==> src/hw/rtl/escd_pkg.sv <==
`default_nettype none

package escd_pkg;

   // Most results that one input word can cause.
   localparam int MaxRes = 3;
   localparam int ResIdxW = $clog2(MaxRes + 1);

   // Default depth of the queue between the front and back parts.
   localparam int QueueDepth = 4;

   // Character codes used by the decoder.
   localparam logic [7:0] ChBackslash = 8'h5C;
   localparam logic [7:0] ChQuote     = 8'h27;
   localparam logic [7:0] ChDquote    = 8'h22;
   localparam logic [7:0] ChNewline   = 8'h0A;
   localparam logic [7:0] ChZero      = 8'h30;
   localparam logic [7:0] ChSeven     = 8'h37;
   localparam logic [7:0] ChNine      = 8'h39;
   localparam logic [7:0] ChLowA      = 8'h61;
   localparam logic [7:0] ChLowB      = 8'h62;
   localparam logic [7:0] ChLowF      = 8'h66;
   localparam logic [7:0] ChLowN      = 8'h6E;
   localparam logic [7:0] ChLowR      = 8'h72;
   localparam logic [7:0] ChLowT      = 8'h74;
   localparam logic [7:0] ChLowV      = 8'h76;
   localparam logic [7:0] ChLowX      = 8'h78;
   localparam logic [7:0] ChUpA       = 8'h41;
   localparam logic [7:0] ChUpF       = 8'h46;

   // Control codes produced by the named escapes.
   localparam logic [7:0] CodeBell     = 8'h07;
   localparam logic [7:0] CodeBackspc  = 8'h08;
   localparam logic [7:0] CodeFormfeed = 8'h0C;
   localparam logic [7:0] CodeNewline  = 8'h0A;
   localparam logic [7:0] CodeReturn   = 8'h0D;
   localparam logic [7:0] CodeTab      = 8'h09;
   localparam logic [7:0] CodeVtab     = 8'h0B;

   // All results caused by one input word, as one queue entry.
   typedef struct packed {
      logic [ResIdxW-1:0]          cnt;
      logic                        str_end;
      logic [MaxRes-1:0][7:0]      res_data;
      logic [MaxRes-1:0]           res_err;
   } bundle_type;

   // Hexadecimal digit decode: bit 4 is the valid flag, bits 3:0 the value.
   function automatic logic [4:0] hex_value(input logic [7:0] c);
      logic [4:0] r;
      r = 5'd0;
      if (c >= ChZero && c <= ChNine) begin
         r = {1'b1, c[3:0]};
      end else if ((c >= ChLowA && c <= ChLowF) || (c >= ChUpA && c <= ChUpF)) begin
         r = {1'b1, c[3:0] + 4'd9};
      end
      return r;
   endfunction

   function automatic logic is_octal(input logic [7:0] c);
      return (c >= ChZero) && (c <= ChSeven);
   endfunction

endpackage

`default_nettype wire

==> src/hw/rtl/escd_front.sv <==
`default_nettype none

module escd_front (
   input  wire logic                 clock,
   input  wire logic                 reset,
   input  wire logic                 csr_wr_en,
   input  wire logic                 csr_raw_mode,
   input  wire logic                 req_valid,
   output logic                      req_ready,
   input  wire logic [7:0]           req_in_byte,
   input  wire logic                 req_in_last,
   output logic                      push_valid,
   input  wire logic                 push_ready,
   output escd_pkg::bundle_type      push_data
);

   localparam logic [2:0] ModeText = 3'd0;
   localparam logic [2:0] ModeEsc  = 3'd1;
   localparam logic [2:0] ModeOct  = 3'd2;
   localparam logic [2:0] ModeHex0 = 3'd3;
   localparam logic [2:0] ModeHex1 = 3'd4;

   logic       raw_mode_ff;
   logic [2:0] mode_ff, mode_in;
   logic [8:0] acc_ff, acc_in;
   logic [1:0] digits_ff, digits_in;
   logic [7:0] held_ff, held_in;

   escd_pkg::bundle_type bund;
   logic                 do_text;
   logic                 accept;
   logic [4:0]           hv_cur;
   logic [4:0]           hv_held;
   logic [1:0]           digits_inc;

   // Appends one result to a bundle.
   function automatic escd_pkg::bundle_type push(input escd_pkg::bundle_type b,
                                                 input logic [7:0] d,
                                                 input logic e);
      escd_pkg::bundle_type r;
      r = b;
      r.res_data[r.cnt] = e ? 8'h00 : d;
      r.res_err[r.cnt]  = e;
      r.cnt             = r.cnt + escd_pkg::ResIdxW'(1);
      return r;
   endfunction

   assign accept     = req_valid && req_ready;
   assign req_ready  = push_ready;
   assign hv_cur     = escd_pkg::hex_value(req_in_byte);
   assign hv_held    = escd_pkg::hex_value(held_ff);
   assign digits_inc = digits_ff + 2'd1;

   // Classify the word against the decode state and gather its results.
   always_comb begin
      bund     = '0;
      do_text  = 1'b0;
      mode_in  = mode_ff;
      acc_in   = acc_ff;
      digits_in = digits_ff;
      held_in  = held_ff;

      if (raw_mode_ff) begin
         mode_in = ModeText;
         bund    = push(bund, req_in_byte, 1'b0);
      end else begin
         unique case (mode_ff)
            ModeEsc: begin
               mode_in = ModeText;
               unique case (req_in_byte) inside
                  escd_pkg::ChNewline: ;
                  escd_pkg::ChLowA: bund = push(bund, escd_pkg::CodeBell, 1'b0);
                  escd_pkg::ChLowB: bund = push(bund, escd_pkg::CodeBackspc, 1'b0);
                  escd_pkg::ChLowF: bund = push(bund, escd_pkg::CodeFormfeed, 1'b0);
                  escd_pkg::ChLowN: bund = push(bund, escd_pkg::CodeNewline, 1'b0);
                  escd_pkg::ChLowR: bund = push(bund, escd_pkg::CodeReturn, 1'b0);
                  escd_pkg::ChLowT: bund = push(bund, escd_pkg::CodeTab, 1'b0);
                  escd_pkg::ChLowV: bund = push(bund, escd_pkg::CodeVtab, 1'b0);
                  escd_pkg::ChQuote, escd_pkg::ChDquote, escd_pkg::ChBackslash: begin
                     bund = push(bund, req_in_byte, 1'b0);
                  end
                  escd_pkg::ChLowX: begin
                     if (req_in_last) begin
                        bund = push(bund, 8'h00, 1'b1);
                     end else begin
                        mode_in = ModeHex0;
                     end
                  end
                  default: begin
                     if (escd_pkg::is_octal(req_in_byte)) begin
                        acc_in    = {6'd0, req_in_byte[2:0]};
                        digits_in = 2'd1;
                        if (req_in_last) begin
                           bund = push(bund, {5'd0, req_in_byte[2:0]}, 1'b0);
                        end else begin
                           mode_in = ModeOct;
                        end
                     end else begin
                        bund = push(bund, escd_pkg::ChBackslash, 1'b0);
                        bund = push(bund, req_in_byte, 1'b0);
                     end
                  end
               endcase
            end
            ModeOct: begin
               if (escd_pkg::is_octal(req_in_byte) && digits_ff != 2'd3) begin
                  acc_in    = {acc_ff[5:0], req_in_byte[2:0]};
                  digits_in = digits_inc;
                  if (digits_inc == 2'd3 || req_in_last) begin
                     bund    = push(bund, acc_in[7:0], 1'b0);
                     mode_in = ModeText;
                  end
               end else begin
                  bund    = push(bund, acc_ff[7:0], 1'b0);
                  do_text = 1'b1;
               end
            end
            ModeHex0: begin
               if (hv_cur[4] && !req_in_last) begin
                  held_in = req_in_byte;
                  mode_in = ModeHex1;
               end else begin
                  bund    = push(bund, 8'h00, 1'b1);
                  do_text = 1'b1;
               end
            end
            ModeHex1: begin
               if (hv_cur[4]) begin
                  bund    = push(bund, {hv_held[3:0], hv_cur[3:0]}, 1'b0);
                  mode_in = ModeText;
               end else begin
                  bund    = push(bund, 8'h00, 1'b1);
                  bund    = push(bund, held_ff, 1'b0);
                  do_text = 1'b1;
               end
            end
            default: begin
               do_text = 1'b1;
            end
         endcase

         // Plain text handling of the current word.
         if (do_text) begin
            if (req_in_byte == escd_pkg::ChBackslash && !req_in_last) begin
               mode_in = ModeEsc;
            end else begin
               mode_in = ModeText;
               bund    = push(bund, req_in_byte, 1'b0);
            end
         end
      end

      // Side state only lives while its mode does.
      if (mode_in != ModeOct) begin
         acc_in    = '0;
         digits_in = '0;
      end
      if (mode_in != ModeHex1) begin
         held_in = '0;
      end
      if (req_in_last) begin
         mode_in   = ModeText;
         acc_in    = '0;
         digits_in = '0;
         held_in   = '0;
      end

      bund.str_end = req_in_last;
   end

   // Only words that cause at least one result enter the queue.
   assign push_valid = req_valid && (bund.cnt != '0);
   assign push_data  = bund;

   // Decode state and configuration.
   always_ff @(posedge clock) begin
      if (reset) begin
         raw_mode_ff <= 1'b0;
         mode_ff     <= ModeText;
         acc_ff      <= '0;
         digits_ff   <= '0;
         held_ff     <= '0;
      end else begin
         if (csr_wr_en) begin
            raw_mode_ff <= csr_raw_mode;
         end
         if (accept) begin
            mode_ff   <= mode_in;
            acc_ff    <= acc_in;
            digits_ff <= digits_in;
            held_ff   <= held_in;
         end
      end
   end

endmodule

`default_nettype wire

==> src/hw/rtl/escd_queue.sv <==
`default_nettype none

module escd_queue #(
   parameter int Depth = escd_pkg::QueueDepth
) (
   input  wire logic                 clock,
   input  wire logic                 reset,
   input  wire logic                 push_valid,
   output logic                      push_ready,
   input  wire escd_pkg::bundle_type push_data,
   output logic                      pop_valid,
   input  wire logic                 pop_ready,
   output escd_pkg::bundle_type      pop_data
);

   localparam int PtrW = (Depth > 1) ? $clog2(Depth) : 1;
   localparam int CntW = $clog2(Depth + 1);

   escd_pkg::bundle_type mem_ff [Depth];
   logic [PtrW-1:0] wr_ptr_ff, rd_ptr_ff;
   logic [CntW-1:0] count_ff;
   logic            do_push, do_pop;

   assign push_ready = (count_ff != CntW'(Depth));
   assign pop_valid  = (count_ff != '0);
   assign pop_data   = mem_ff[rd_ptr_ff];
   assign do_push    = push_valid && push_ready;
   assign do_pop     = pop_valid && pop_ready;

   // Entry storage.
   always_ff @(posedge clock) begin
      if (do_push) begin
         mem_ff[wr_ptr_ff] <= push_data;
      end
   end

   // Pointers and fill count.
   always_ff @(posedge clock) begin
      if (reset) begin
         wr_ptr_ff <= '0;
         rd_ptr_ff <= '0;
         count_ff  <= '0;
      end else begin
         if (do_push) begin
            wr_ptr_ff <= (wr_ptr_ff == PtrW'(Depth - 1)) ? '0 : wr_ptr_ff + PtrW'(1);
         end
         if (do_pop) begin
            rd_ptr_ff <= (rd_ptr_ff == PtrW'(Depth - 1)) ? '0 : rd_ptr_ff + PtrW'(1);
         end
         if (do_push && !do_pop) begin
            count_ff <= count_ff + CntW'(1);
         end else if (do_pop && !do_push) begin
            count_ff <= count_ff - CntW'(1);
         end
      end
   end

endmodule

`default_nettype wire

==> src/hw/rtl/escd_back.sv <==
`default_nettype none

module escd_back (
   input  wire logic                 clock,
   input  wire logic                 reset,
   input  wire logic                 pop_valid,
   output logic                      pop_ready,
   input  wire escd_pkg::bundle_type pop_data,
   output logic                      rsp_valid,
   input  wire logic                 rsp_ready,
   output logic [7:0]                rsp_out_byte,
   output logic                      rsp_is_error,
   output logic                      rsp_run_last,
   output logic                      rsp_string_end
);

   logic [escd_pkg::ResIdxW-1:0] idx_ff;
   logic                         valid_ff;
   logic [7:0]                   byte_ff;
   logic                         err_ff, run_last_ff, str_end_ff;
   logic                         load, is_final;

   // The output register takes a new result when empty or being drained.
   assign load      = pop_valid && (!valid_ff || rsp_ready);
   assign is_final  = (idx_ff == pop_data.cnt - escd_pkg::ResIdxW'(1));
   assign pop_ready = load && is_final;

   // Result index within the head entry and output valid.
   always_ff @(posedge clock) begin
      if (reset) begin
         idx_ff   <= '0;
         valid_ff <= 1'b0;
      end else begin
         if (load) begin
            idx_ff   <= is_final ? '0 : idx_ff + escd_pkg::ResIdxW'(1);
            valid_ff <= 1'b1;
         end else if (rsp_ready) begin
            valid_ff <= 1'b0;
         end
      end
   end

   // Output word payload.
   always_ff @(posedge clock) begin
      if (load) begin
         byte_ff     <= pop_data.res_data[idx_ff];
         err_ff      <= pop_data.res_err[idx_ff];
         run_last_ff <= is_final;
         str_end_ff  <= is_final && pop_data.str_end;
      end
   end

   assign rsp_valid      = valid_ff;
   assign rsp_out_byte   = byte_ff;
   assign rsp_is_error   = err_ff;
   assign rsp_run_last   = run_last_ff;
   assign rsp_string_end = str_end_ff;

endmodule

`default_nettype wire

==> src/hw/rtl/string_escape_decoder_core.sv <==
// Input path: an accepted word is written into the queue, then into the output register.
// Throughput: one input word per cycle while the queue has room; the results of one word
// leave the output one after another, the queue between the decode and output parts absorbing the burst.
// The output register delivers at most one result word per cycle.
// Reset is synchronous and active high: it clears the decode state, raw mode, the queue and the output valid.
`default_nettype none

module string_escape_decoder_core #(
   parameter int QueueDepth = escd_pkg::QueueDepth
) (
   input  wire logic       clock,
   input  wire logic       reset,
   input  wire logic       csr_wr_en,
   input  wire logic       csr_raw_mode,
   input  wire logic       req_valid,
   output logic            req_ready,
   input  wire logic [7:0] req_in_byte,
   input  wire logic       req_in_last,
   output logic            rsp_valid,
   input  wire logic       rsp_ready,
   output logic [7:0]      rsp_out_byte,
   output logic            rsp_is_error,
   output logic            rsp_run_last,
   output logic            rsp_string_end
);

   logic                 push_valid, push_ready;
   logic                 pop_valid, pop_ready;
   escd_pkg::bundle_type push_data, pop_data;

   // Front part: decode state machine.
   escd_front u_front (
      .clock        (clock),
      .reset        (reset),
      .csr_wr_en    (csr_wr_en),
      .csr_raw_mode (csr_raw_mode),
      .req_valid    (req_valid),
      .req_ready    (req_ready),
      .req_in_byte  (req_in_byte),
      .req_in_last  (req_in_last),
      .push_valid   (push_valid),
      .push_ready   (push_ready),
      .push_data    (push_data)
   );

   // Queue of result groups.
   escd_queue #(
      .Depth (QueueDepth)
   ) u_queue (
      .clock      (clock),
      .reset      (reset),
      .push_valid (push_valid),
      .push_ready (push_ready),
      .push_data  (push_data),
      .pop_valid  (pop_valid),
      .pop_ready  (pop_ready),
      .pop_data   (pop_data)
   );

   // Back part: serialises results onto the output channel.
   escd_back u_back (
      .clock          (clock),
      .reset          (reset),
      .pop_valid      (pop_valid),
      .pop_ready      (pop_ready),
      .pop_data       (pop_data),
      .rsp_valid      (rsp_valid),
      .rsp_ready      (rsp_ready),
      .rsp_out_byte   (rsp_out_byte),
      .rsp_is_error   (rsp_is_error),
      .rsp_run_last   (rsp_run_last),
      .rsp_string_end (rsp_string_end)
   );

endmodule

`default_nettype wire

==> config.mk <==
export PLATFORM = sky130hd
export DESIGN_NAME = string_escape_decoder_core
export DESIGN_NICKNAME = d
export VERILOG_FILES = /design/src/hw/rtl/escd_pkg.sv /design/src/hw/rtl/escd_front.sv /design/src/hw/rtl/escd_queue.sv /design/src/hw/rtl/escd_back.sv /design/src/hw/rtl/string_escape_decoder_core.sv
export SDC_FILE = /design/constraint.sdc
export NUM_CORES = 1
export LEC_CHECK = 0
export BUFFER_PORTS_ARGS = -buffer_cell sky130_fd_sc_hd__buf_2
export CORE_ASPECT_RATIO = 0.5
export CORE_MARGIN = 2
export CORE_UTILIZATION = 30
export DETAILED_ROUTE_END_ITERATION = 6
export GPL_ROUTABILITY_DRIVEN = 0
export SYNTH_ARGS = -nofsm -noshare
export SYNTH_HDL_FRONTEND = slang
export SYNTH_SLANG_ARGS = --single-unit
==> constraint.sdc <==
create_clock -name clock -period 5.3 [get_ports clock]
set_clock_uncertainty 0.15 [all_clocks]
set_input_delay 0.265 -clock clock [delete_from_list [all_inputs] [get_ports clock]]
set_output_delay 0.265 -clock clock [all_outputs]
set_load 0.01 [all_outputs]
# Word level (Yosys, flattened, before mapping)
# Memory sizes are Yosys's and may differ from the RTL's. A register that Yosys moved wholly into a read port is not among the register bits.
# Index checks and enable logic that the tools add are counted.
[classes]
add_sub_neg = 10
mul = 0
n_div = 0
n_lt_le_gt_ge = 16
n_eq_ne = 29
n_shift = 0
muxes = 74
bitwise = 2
reduce_logical = 40
[op_table]
columns = ["cell", "count"]
rows = [
  ["one-hot mux 30 bit (10 select lines)", 1],
  ["two-way mux 30 bit", 6],
  ["two-way mux 29 bit", 5],
  ["one-hot mux 30 bit (4 select lines)", 1],
  ["two-way mux 8 bit", 13],
  ["equality test 8 x 7 -> 1 bit (second input constant)", 9],
  [">= comparator 8 x 7 -> 1 bit (second input constant)", 4],
  ["<= comparator 8 x 7 -> 1 bit (second input constant)", 4],
  ["two-way mux 3 bit", 10],
  ["two-way mux 2 bit", 13],
  ["bitwise mux 24 bit", 1],
  ["<= comparator 8 x 6 -> 1 bit (second input constant)", 3],
  ["logical AND 1 bit", 20],
  ["binary-select mux 8 bit (select 2 bit)", 1],
  ["demux 8 bit (select 2 bit)", 1],
  ["equality test 8 x 6 -> 1 bit (second input constant)", 2],
  [">= comparator 8 x 6 -> 1 bit (second input constant)", 2],
  ["one-hot mux 8 bit (2 select lines)", 1],
  ["inequality test 3 bit (second input constant)", 4],
  ["one-hot mux 3 bit (4 select lines)", 1],
  ["OR reduction 12 bit", 1],
  ["two-way mux 1 bit", 11],
  ["OR reduction 11 bit", 1],
  ["adder 2 x 1 -> 2 bit (second input constant)", 5],
  ["33 further kinds", 51],
]
[word_totals]
register_bits = 43
latchBits = 0
ramBits = 120
mem_bits_ro = 0
in_bits = 15
output_inout_bits = 13
wordCells = 186
memories = 1
[memory_table]
columns = ["name", "depth", "word_bits", "read_ports", "rd_ports_with_merged_regs", "wr", "line_no", "rtl"]
rows = [
  ["u_queue.mem_ff", 4, 30, 1, 1, 1, "escd_queue.sv:19", "escd_pkg::bundle_type mem_ff [Depth];"],
]

# Depth between registers and ports, before layout
# Gate-level depths: netlist of run 1.
[depth]
depth_word = 25
mapped_depth = 19

# Modules after synthesis
# A second synthesis of run 1 with hierarchy kept.
[unflattened]
hier_cells = 576
area_unflattened_um2 = 7912.6
[by_module_without_submodules]
columns = ["mod", "instances", "cells_each", "area_each_um2", "seq_area_each_um2"]
rows = [
  ["escd_queue", 1, 204, 4789.6, 3783.6],
  ["escd_front", 1, 305, 2402.3, 440.4],
  ["escd_back", 1, 67, 720.7, 390.4],
]

# Worst setup path after synthesis of run 1
# Ideal clock, no wire load.
[synth_timing]
path_type = "input to register"
start = "in req_in_byte[1]"
end = "reg u_queue.count_ff[2]"
setup_ns = 0.071
arrival_time_ns = 4.543
required_ns = 5.079
setup_slack_ns = 0.537
path_stages = 18
n_path_buf = 1
cell_sequence = "clkbuf_1 -> inv_1 -> ha_1 -> or3b_1 -> o2111a_1 -> a311oi_4 -> o22ai_2 -> nor3_2 -> ha_1 -> nor2b_1 -> o311a_1 -> a311oi_4 -> ha_1 -> inv_1 -> fa_1 -> xor2_1 -> or3_1 -> a21oi_1"
[synth_via]
elab_chain_cells = 19
[synth_rtl]
columns = ["element", "line_no", "rtl"]
rows = [
  ["from (decl)", "string_escape_decoder_core.sv:17", "input wire logic [7:0] req_in_byte,"],
  [">= comparator 8 x 7 -> 1 bit / <= comparator 8 x 7 -> 1 bit (equally long branches)", "escd_pkg.sv:54", "end else if ((c >= ChLowA && c <= ChLowF) || (c >= ChUpA && c <= ChUpF)) begin"],
  ["logical AND 1 bit", "escd_pkg.sv:54", ""],
  ["logical OR 1 bit", "escd_pkg.sv:54", ""],
  ["two-way mux 5 bit", "escd_pkg.sv:54", ""],
  ["two-way mux 5 bit", "escd_pkg.sv:52", "if (c >= ChZero && c <= ChNine) begin"],
  ["logical AND 1 bit", "escd_front.sv:119", "if (hv_cur[4] && !req_in_last) begin"],
  ["two-way mux 29 bit", "escd_front.sv:119", ""],
  ["one-hot mux 30 bit (4 select lines)", "escd_front.sv:67", "unique case (mode_ff)"],
  ["[4 not listed]", "-", ""],
  ["two-way mux 30 bit (*)", "escd_front.sv:63", "if (raw_mode_ff) begin"],
  ["nonzero test 2 bit (*)", "escd_front.sv:172", "assign push_valid = req_valid && (bund.cnt != '0);"],
  ["logical AND 1 bit (*)", "escd_front.sv:172", ""],
  ["logical AND 1 bit (*)", "escd_queue.sv:27", "assign do_push = push_valid && push_ready;"],
  ["net u_queue.do_push", "escd_queue.sv:22", "logic do_push, do_pop;"],
  ["logical NOT 1 bit", "escd_queue.sv:52", "end else if (do_pop && !do_push) begin"],
  ["logical AND 1 bit", "escd_queue.sv:52", ""],
  ["nonzero test 2 bit (no line)", "-", ""],
  ["to (signal assigned)", "escd_queue.sv:51", "count_ff <= count_ff + CntW'(1);"],
  ["to (signal assigned)", "escd_queue.sv:53", "count_ff <= count_ff - CntW'(1);"],
  ["to (decl)", "escd_queue.sv:21", "logic [CntW-1:0] count_ff;"],
]
# The timed path passes the listed nets; every way through them passes the cells marked *. The select of a mux whose other input is x is not followed.
# A chain may end at the register's enable or synchronous reset.

# Worst setup path after layout of run 1
[layout_timing]
start = "in req_in_byte[0]"
end = "reg u_queue.count_ff[2]"
# The elaborated chain is that of the path after synthesis.

==> out/results.ini, run 1 <==
[synthesis]
synth-main-ff-cell = edfxtp_1
synth-edff-count = 123
synth.area.mux_share_pct = 10.7
async_reset_ff_share_pct = 0
syn_nets = 604
synth_area_leaders = edfxtp_1 (49%), dfxtp_1 (9.1%), mux4_2 (8.4%), ha_1 (3.2%), nor2_1 (2.2%)
synth-adder-area-share_pct = 3.45
ys_top_cells_by_count = edfxtp_1 (123), nor2_1 (43), dfxtp_1 (34), nand2_1 (30)
synth_seq_cells = 157
synth_top_area_share_pct = 49.4
ys_types = 67
syn_area_sq_mm = 0.00748
synth-seq-area-share_pct = 58.5
synth_top_family_by_area = compound AO/OA/AOI/OAI gates
syn_avg_cell_area_sq_um = 13.1
synth_xor_area_share_pct = 0.820
synth_area_leader_cell = edfxtp_1
synth_compound_area_share_pct = 12.3
postSynthCellCount = 569
yosysMostFrequentCell = edfxtp_1
yosys_warnings = 0
yosys.area_share.simple_pct = 11.4

[power_and_ir_drop]
switching_share_pct = 28.5
power.clock.fraction_pct = 32.3
p_comb_share_pct = 22.2
power.leakage_uw = 0.00287
power.total_uw = 3540
power_density_mw_per_mm2 = 413
p_switching_uw = 1010
peakVddDrop_mv = 0.237
power_frac_seq_pct = 45.5
p_int_uw = 2530

[sta]
worst_pin_slew_ps = 1130
fmax_mhz = 217
rsz0062_at_grt = no
finalHoldViolCount = 0
setup_violations = 0
max-slew-margin-rel_pct = 24.3
post-route-period-util_pct = 87.1
drv_slew = 0
fin_crit_ps = 4620
holdWs_ps = 88.5
tns_ps = 0

[clocking]
numCtsBuffers = 17
root_buffer = clkbuf_16
clockBufferDepth = 2
cts-resized-gates = 0
htreeDepth = 4
holdBufCountCts = 3
clkTransAtPathRegs_ps = 70
worstSkewPairLatency_ps = 430
tritoncts = done
postCtsSetupRepairBufs = 0
clkSinkCount = 157

[detailed_routing]
dr.pass1.iters = 5
ant_nets = 0
vias_per_cell = 5.15
wl_per_cell_um = 18.4
drt-initial-drc-count = 560
vias = 4886
drt_wl_total_um = 17500
post-route-drc-count = 0

[global_route]
use_met3_pct = 3.37
grt-ovfl-total = 0
grt_use_met2_pct = 21.8
grt_pass1_wl_um = 27400
grt_pass1_vias = 4730
grt_start_max_net_pins = 30
grt_usage_pct = 14.0
grt_busiest_layer = met2
antenna_found_initial = 0
use_met1_pct = 19.3

[finish]
drive_above_1_share_pct = 17.2
synthToLayoutAreaGrowth_pct = 14.6
fin_nets = 635
stdcell_count = 948
antennaDiodeCount = 0

[floorplanning]
core.rowCount = 40
die_w_um = 227
start_util_pct = 30.9
core_area_sq_mm = 0.0242
num_io_pins = 28
die_h_um = 116
die-area_sq_mm = 0.0263

[job]
max_cap_violations = 0

[outcome]
status = complete, no violations

[worst_setup_path]
critPathKind = primary input to register
r2r_cells = 15
cp.arrival_ps = 4820
cp_num_buf_inv = 3
crit_chain = buf_2, inv_1, ha_1, or3b_1, o2111a_1, a311oi_4, o22ai_2, nor3_2, ha_1, nor2b_1, o311a_1, a311oi_4, ha_1, inv_1, fa_1, xor2_1, or3_1, a21oi_1
r2r_slack_ps = 820
critPathTopFamily = compound AO/OA/AOI/OAI gates
worst_path_largest_cell_delay_ps = 460
critPathLaunchType = primary input
end_kind = register
cp_max_fo = 10
crit_path_frequent_cell = ha_1
timing.rr.end = u_queue.count_ff[2]
regToRegStartpoint = u_front.digits_ff[0]
slowest_stage = a311oi_4
crit_cells = 18
cp.required_ps = 5510

[placement]
port_buffers = 27
dp.cells = 914
hpwlAfterDp_um = 11700

[worst_hold_path]
hold_path_depth = 3
hp-start = req_in_byte[0]
worstHoldEndpoint = u_front.held_ff[0]
hold_path_class = primary input to register

## logic make-up (layout without fill, tap and decap cells)
logic type	after synthesis	after routing
AO/OA/AOI/OAI	125	125
XOR/XNOR	7	7
adder cells (fa/ha/maj)	20	20
buffers and inverters	56	99
flip-flops	157	157
multiplexers	44	44
AND/OR/NAND/NOR	160	160
## worst min-delay path: cells and delay by family
| kind | cells | cell delay [ps] |
|---|---|---|
| buffers and inverters | 1 | 200 |
| AND/OR/NAND/NOR | 1 | 80 |
| AO/OA/AOI/OAI | 1 | 90 |
## registers in the layout (all words and copies together), names as in the netlist, 3 cells and up, named ones only
signal / flops
u_back.rsp_out_byte: 8
u_queue.count_ff: 3
u_front.mode_ff: 3
u_queue.mem_ff: 112
u_front.acc_ff: 8
u_front.held_ff: 8
## stage by stage
step / worst slack, ps / cell area [sq um] / util, %
detailed placement: 267 / 7990 / 33.0
floorplan: 537 / 7480 / -
global route: 422 / 8570 / 35.4
global placement: 425 / 7990 / 33.0
CTS: 691 / 8570 / 35.4
finish: 684 / 8570 / 35.4
## worst max-delay path by stage
| stage | end | start | slack [ps] |
|---|---|---|---|
| floorplan | u_queue.count_ff[2] | req_in_byte[1] | 540 |
| global placement | u_queue.count_ff[2] | req_in_byte[0] | 430 |
| detailed placement | u_queue.count_ff[2] | req_in_byte[0] | 270 |
| CTS | u_queue.count_ff[2] | req_in_byte[0] | 690 |
| global route | u_queue.count_ff[2] | req_in_byte[0] | 420 |
| finish | u_queue.count_ff[2] | req_in_byte[0] | 680 |
## metal layers
layer / wire length, um / part of all wire [%]
met1: 8310 / 48
met3: 915 / 5.2
met5: 0 / 0
met4: 291 / 1.7
met2: 7950 / 46
## power by group through the flow
| stage | clock network, uW | registers [uW] | logic, uW |
|---|---|---|---|
| after detailed placement | 0 | 1640 | 801 |
| after CTS | 1160 | 1610 | 809 |
| after global placement | 0 | 1640 | 790 |
| final | 1140 | 1610 | 787 |
| after global routing | 1210 | 1630 | 863 |
| after floorplan | 0 | 1620 | 572 |
## cells in the final DEF (no fill, tap or decap), types with 19 or more instances in the layout
cell and n:
a21oi_1 29, and2_1 20, buf_2 27, dfxtp_1 33, edfxtp_1 123, ha_1 19
inv_1 29, mux4_2 28, nand2_1 30, nor2_1 43
## layout make-up
| class | instances | area (sq um) |
|---|---|---|
| Fill cell | 2323 | 15700 |
| Clock buffer | 18 | 429 |
| Inverter | 29 | 109 |
| Timing Repair Buffer | 39 | 233 |
| Clock inverter | 13 | 118 |
| Tap cell | 336 | 420 |
| Multi-Input combinational cell | 356 | 2890 |
| Sequential cell | 157 | 4380 |
Power figures use the tool's default switching activity.
==> run 2, diff against run 1 <==
Clock period 5.3 ns to 3.92 ns, I/O delays scaled along.
==> out/results.ini, run 2 (synthesized netlist as in run 1, its figures left out) <==
[outcome]
status = complete, no violations

[global_route]
use_met1_pct = 20.0
grt_start_max_net_pins = 30
grt_pass1_wl_um = 28600
antenna_found_initial = 1
grt-ovfl-total = 0
grt_usage_pct = 14.5
use_met3_pct = 3.68
grt_use_met2_pct = 22.5
grt_busiest_layer = met2
grt_pass1_vias = 5081

[power_and_ir_drop]
p_int_uw = 3590
power.leakage_uw = 0.00321
p_switching_uw = 1380
switching_share_pct = 27.8
power_frac_seq_pct = 43.2
power.total_uw = 4970
power.clock.fraction_pct = 32.5
power_density_mw_per_mm2 = 540
peakVddDrop_mv = 0.330
p_comb_share_pct = 24.4

[sta]
max-slew-margin-rel_pct = 46.4
post-route-period-util_pct = 94.0
finalHoldViolCount = 0
fin_ws_ps = 236
worst_pin_slew_ps = 798
rsz0062_at_grt = no
fmax_mhz = 271
holdWs_ps = 95.5
fin_crit_ps = 3680
drv_slew = 0
setup_violations = 0

[clocking]
tritoncts = done
numCtsBuffers = 17
worstSkewPairLatency_ps = 430
htreeDepth = 4
clockBufferDepth = 2
postCtsSetupRepairBufs = 0
clkSinkCount = 157
clkTransAtPathRegs_ps = 60
root_buffer = clkbuf_16

[worst_hold_path]
worstHoldEndpoint = u_front.held_ff[6]
hold_path_class = primary input to register
hold_path_depth = 4
hp-start = req_in_byte[6]

[worst_setup_path]
timing.rr.end = u_queue.count_ff[2]
end_kind = register
cp_max_fo = 4
critPathLaunchType = primary input
cp.arrival_ps = 3880
r2r_slack_ps = 270
crit_chain = buf_2, inv_1, buf_4, ha_4, nand2_1, or4_1, o311a_1, a31oi_1, nor3_4, ha_1, nor2b_1, o311a_1, a311oi_4, ha_2, inv_2, fa_2, xor2_1, or3_1, a21oi_1
cp.required_ps = 4120
worst_path_largest_cell_delay_ps = 450
slowest_stage = or4_1
regToRegStartpoint = u_front.digits_ff[0]
critPathKind = primary input to register
r2r_cells = 15
crit_path_frequent_cell = o311a_1

[floorplanning]
start_util_pct = 30.9
die_w_um = 227
die_h_um = 116
die-area_sq_mm = 0.0263
core.rowCount = 40
num_io_pins = 28
core_area_sq_mm = 0.0242

[finish]
stdcell_count = 1011
drive_above_1_share_pct = 26.2
fin_nets = 695
multiInputGateArea_sq_mm = 0.00293
final_cell_mix = edfxtp_1 (123), buf_4 (61), nor2_1 (43), dfxtp_1 (33), nand2_1 (30)
layout_commonest_cell = edfxtp_1
synthToLayoutAreaGrowth_pct = 23.1
fill_cells = 2298
finish.utilization_pct = 38.0
largest_reg_flops = 112
seq_area_sq_mm = 0.00438
largest_register = u_queue.mem_ff

[detailed_routing]
wl_per_cell_um = 18.0
ant_nets = 0
drt-initial-drc-count = 427
vias = 5068
vias_per_cell = 5.01
drt_wl_total_um = 18200
dr.pass1.iters = 7
post-route-drc-count = 0

[job]
max_cap_violations = 0

[placement]
dp.cells = 974
port_buffers = 27
hpwlAfterDp_um = 12700
post-place-ws_ps = -174

## run 2: changes by cell type in the layout (fill, tap and decap cells not counted), sizes merged
cell,previous run,this run
inv,32,31
clkbuf,18,22
clkinvlp,2,1
clkinv,7,5
diode,0,2
buf,36,96
bufinv,1,2
## run 2: repair_timing
action / CTS / global route
hold buffers: 3 / 0
gates resized for setup: 0 / 1
setup endpoints to repair: 0 / 1
hold endpoints to repair: 2 / 0
## run 2: area by class of cell
cell class / instances / area share, %
sequential: 157 / 47.5
inverter: 29 / 1.26
clock inverter: 10 / 1.26
timing repair buffer: 99 / 8.51
antenna: 2 / 0.0544
clock buffer: 22 / 4.93
tap: 336 / 4.57
multi-input combinational: 356 / 31.9
## run 2: power groups by stage
stage | clock network (uW) | logic (uW) | registers (uW)
6_report | 1610 | 1210 | 2150
5_1_grt | 1710 | 1320 | 2170
4_1_cts | 1630 | 1230 | 2150
3_5_place_dp | 0 | 1230 | 2180
3_3_place_gp | 0 | 1210 | 2180
2_1_floorplan | 0 | 785 | 2180
## run 2: critical path: cells and delay by family
kind / cells / cell delay, ps
AOI/OAI and AO/OA: 5 / 1100
and+or+nand+nor: 5 / 1050
adders and majority gates: 4 / 1020
buffers and inverters: 4 / 360
xor gates and xnor gates: 1 / 150
## run 2: routing by layer
metal / wire length [um] / part of all wire, %
met3: 995 / 5.5
met4: 267 / 1.5
met1: 8630 / 47
met5: 0 / 0
met2: 8280 / 46
## run 2: worst max path at each step
| stage | startpoint | endpoint | slack, ps | cells past startpoint |
|---|---|---|---|---|
| 6_report | req_in_byte[0] | u_queue.count_ff[2] | 240 | 19 |
| 5_1_grt | req_in_byte[0] | u_queue.count_ff[2] | 40 | 19 |
| 4_1_cts | u_front.mode_ff[1] | u_queue.count_ff[2] | 230 | 16 |
| 3_5_place_dp | req_in_byte[0] | u_queue.count_ff[2] | -170 | 19 |
| 3_3_place_gp | req_in_byte[6] | u_queue.count_ff[2] | -40 | 17 |
| 2_1_floorplan | req_in_byte[1] | u_queue.count_ff[2] | -100 | 18 |
## run 2: metrics by stage
stage / instance area (sq um) / setup TNS, ps
detailed placement: 8600 / -174
floorplan: 7550 / -103
CTS: 9200 / 0
global placement: 8600 / -39.6
finish: 9200 / 0
global route: 9200 / 0
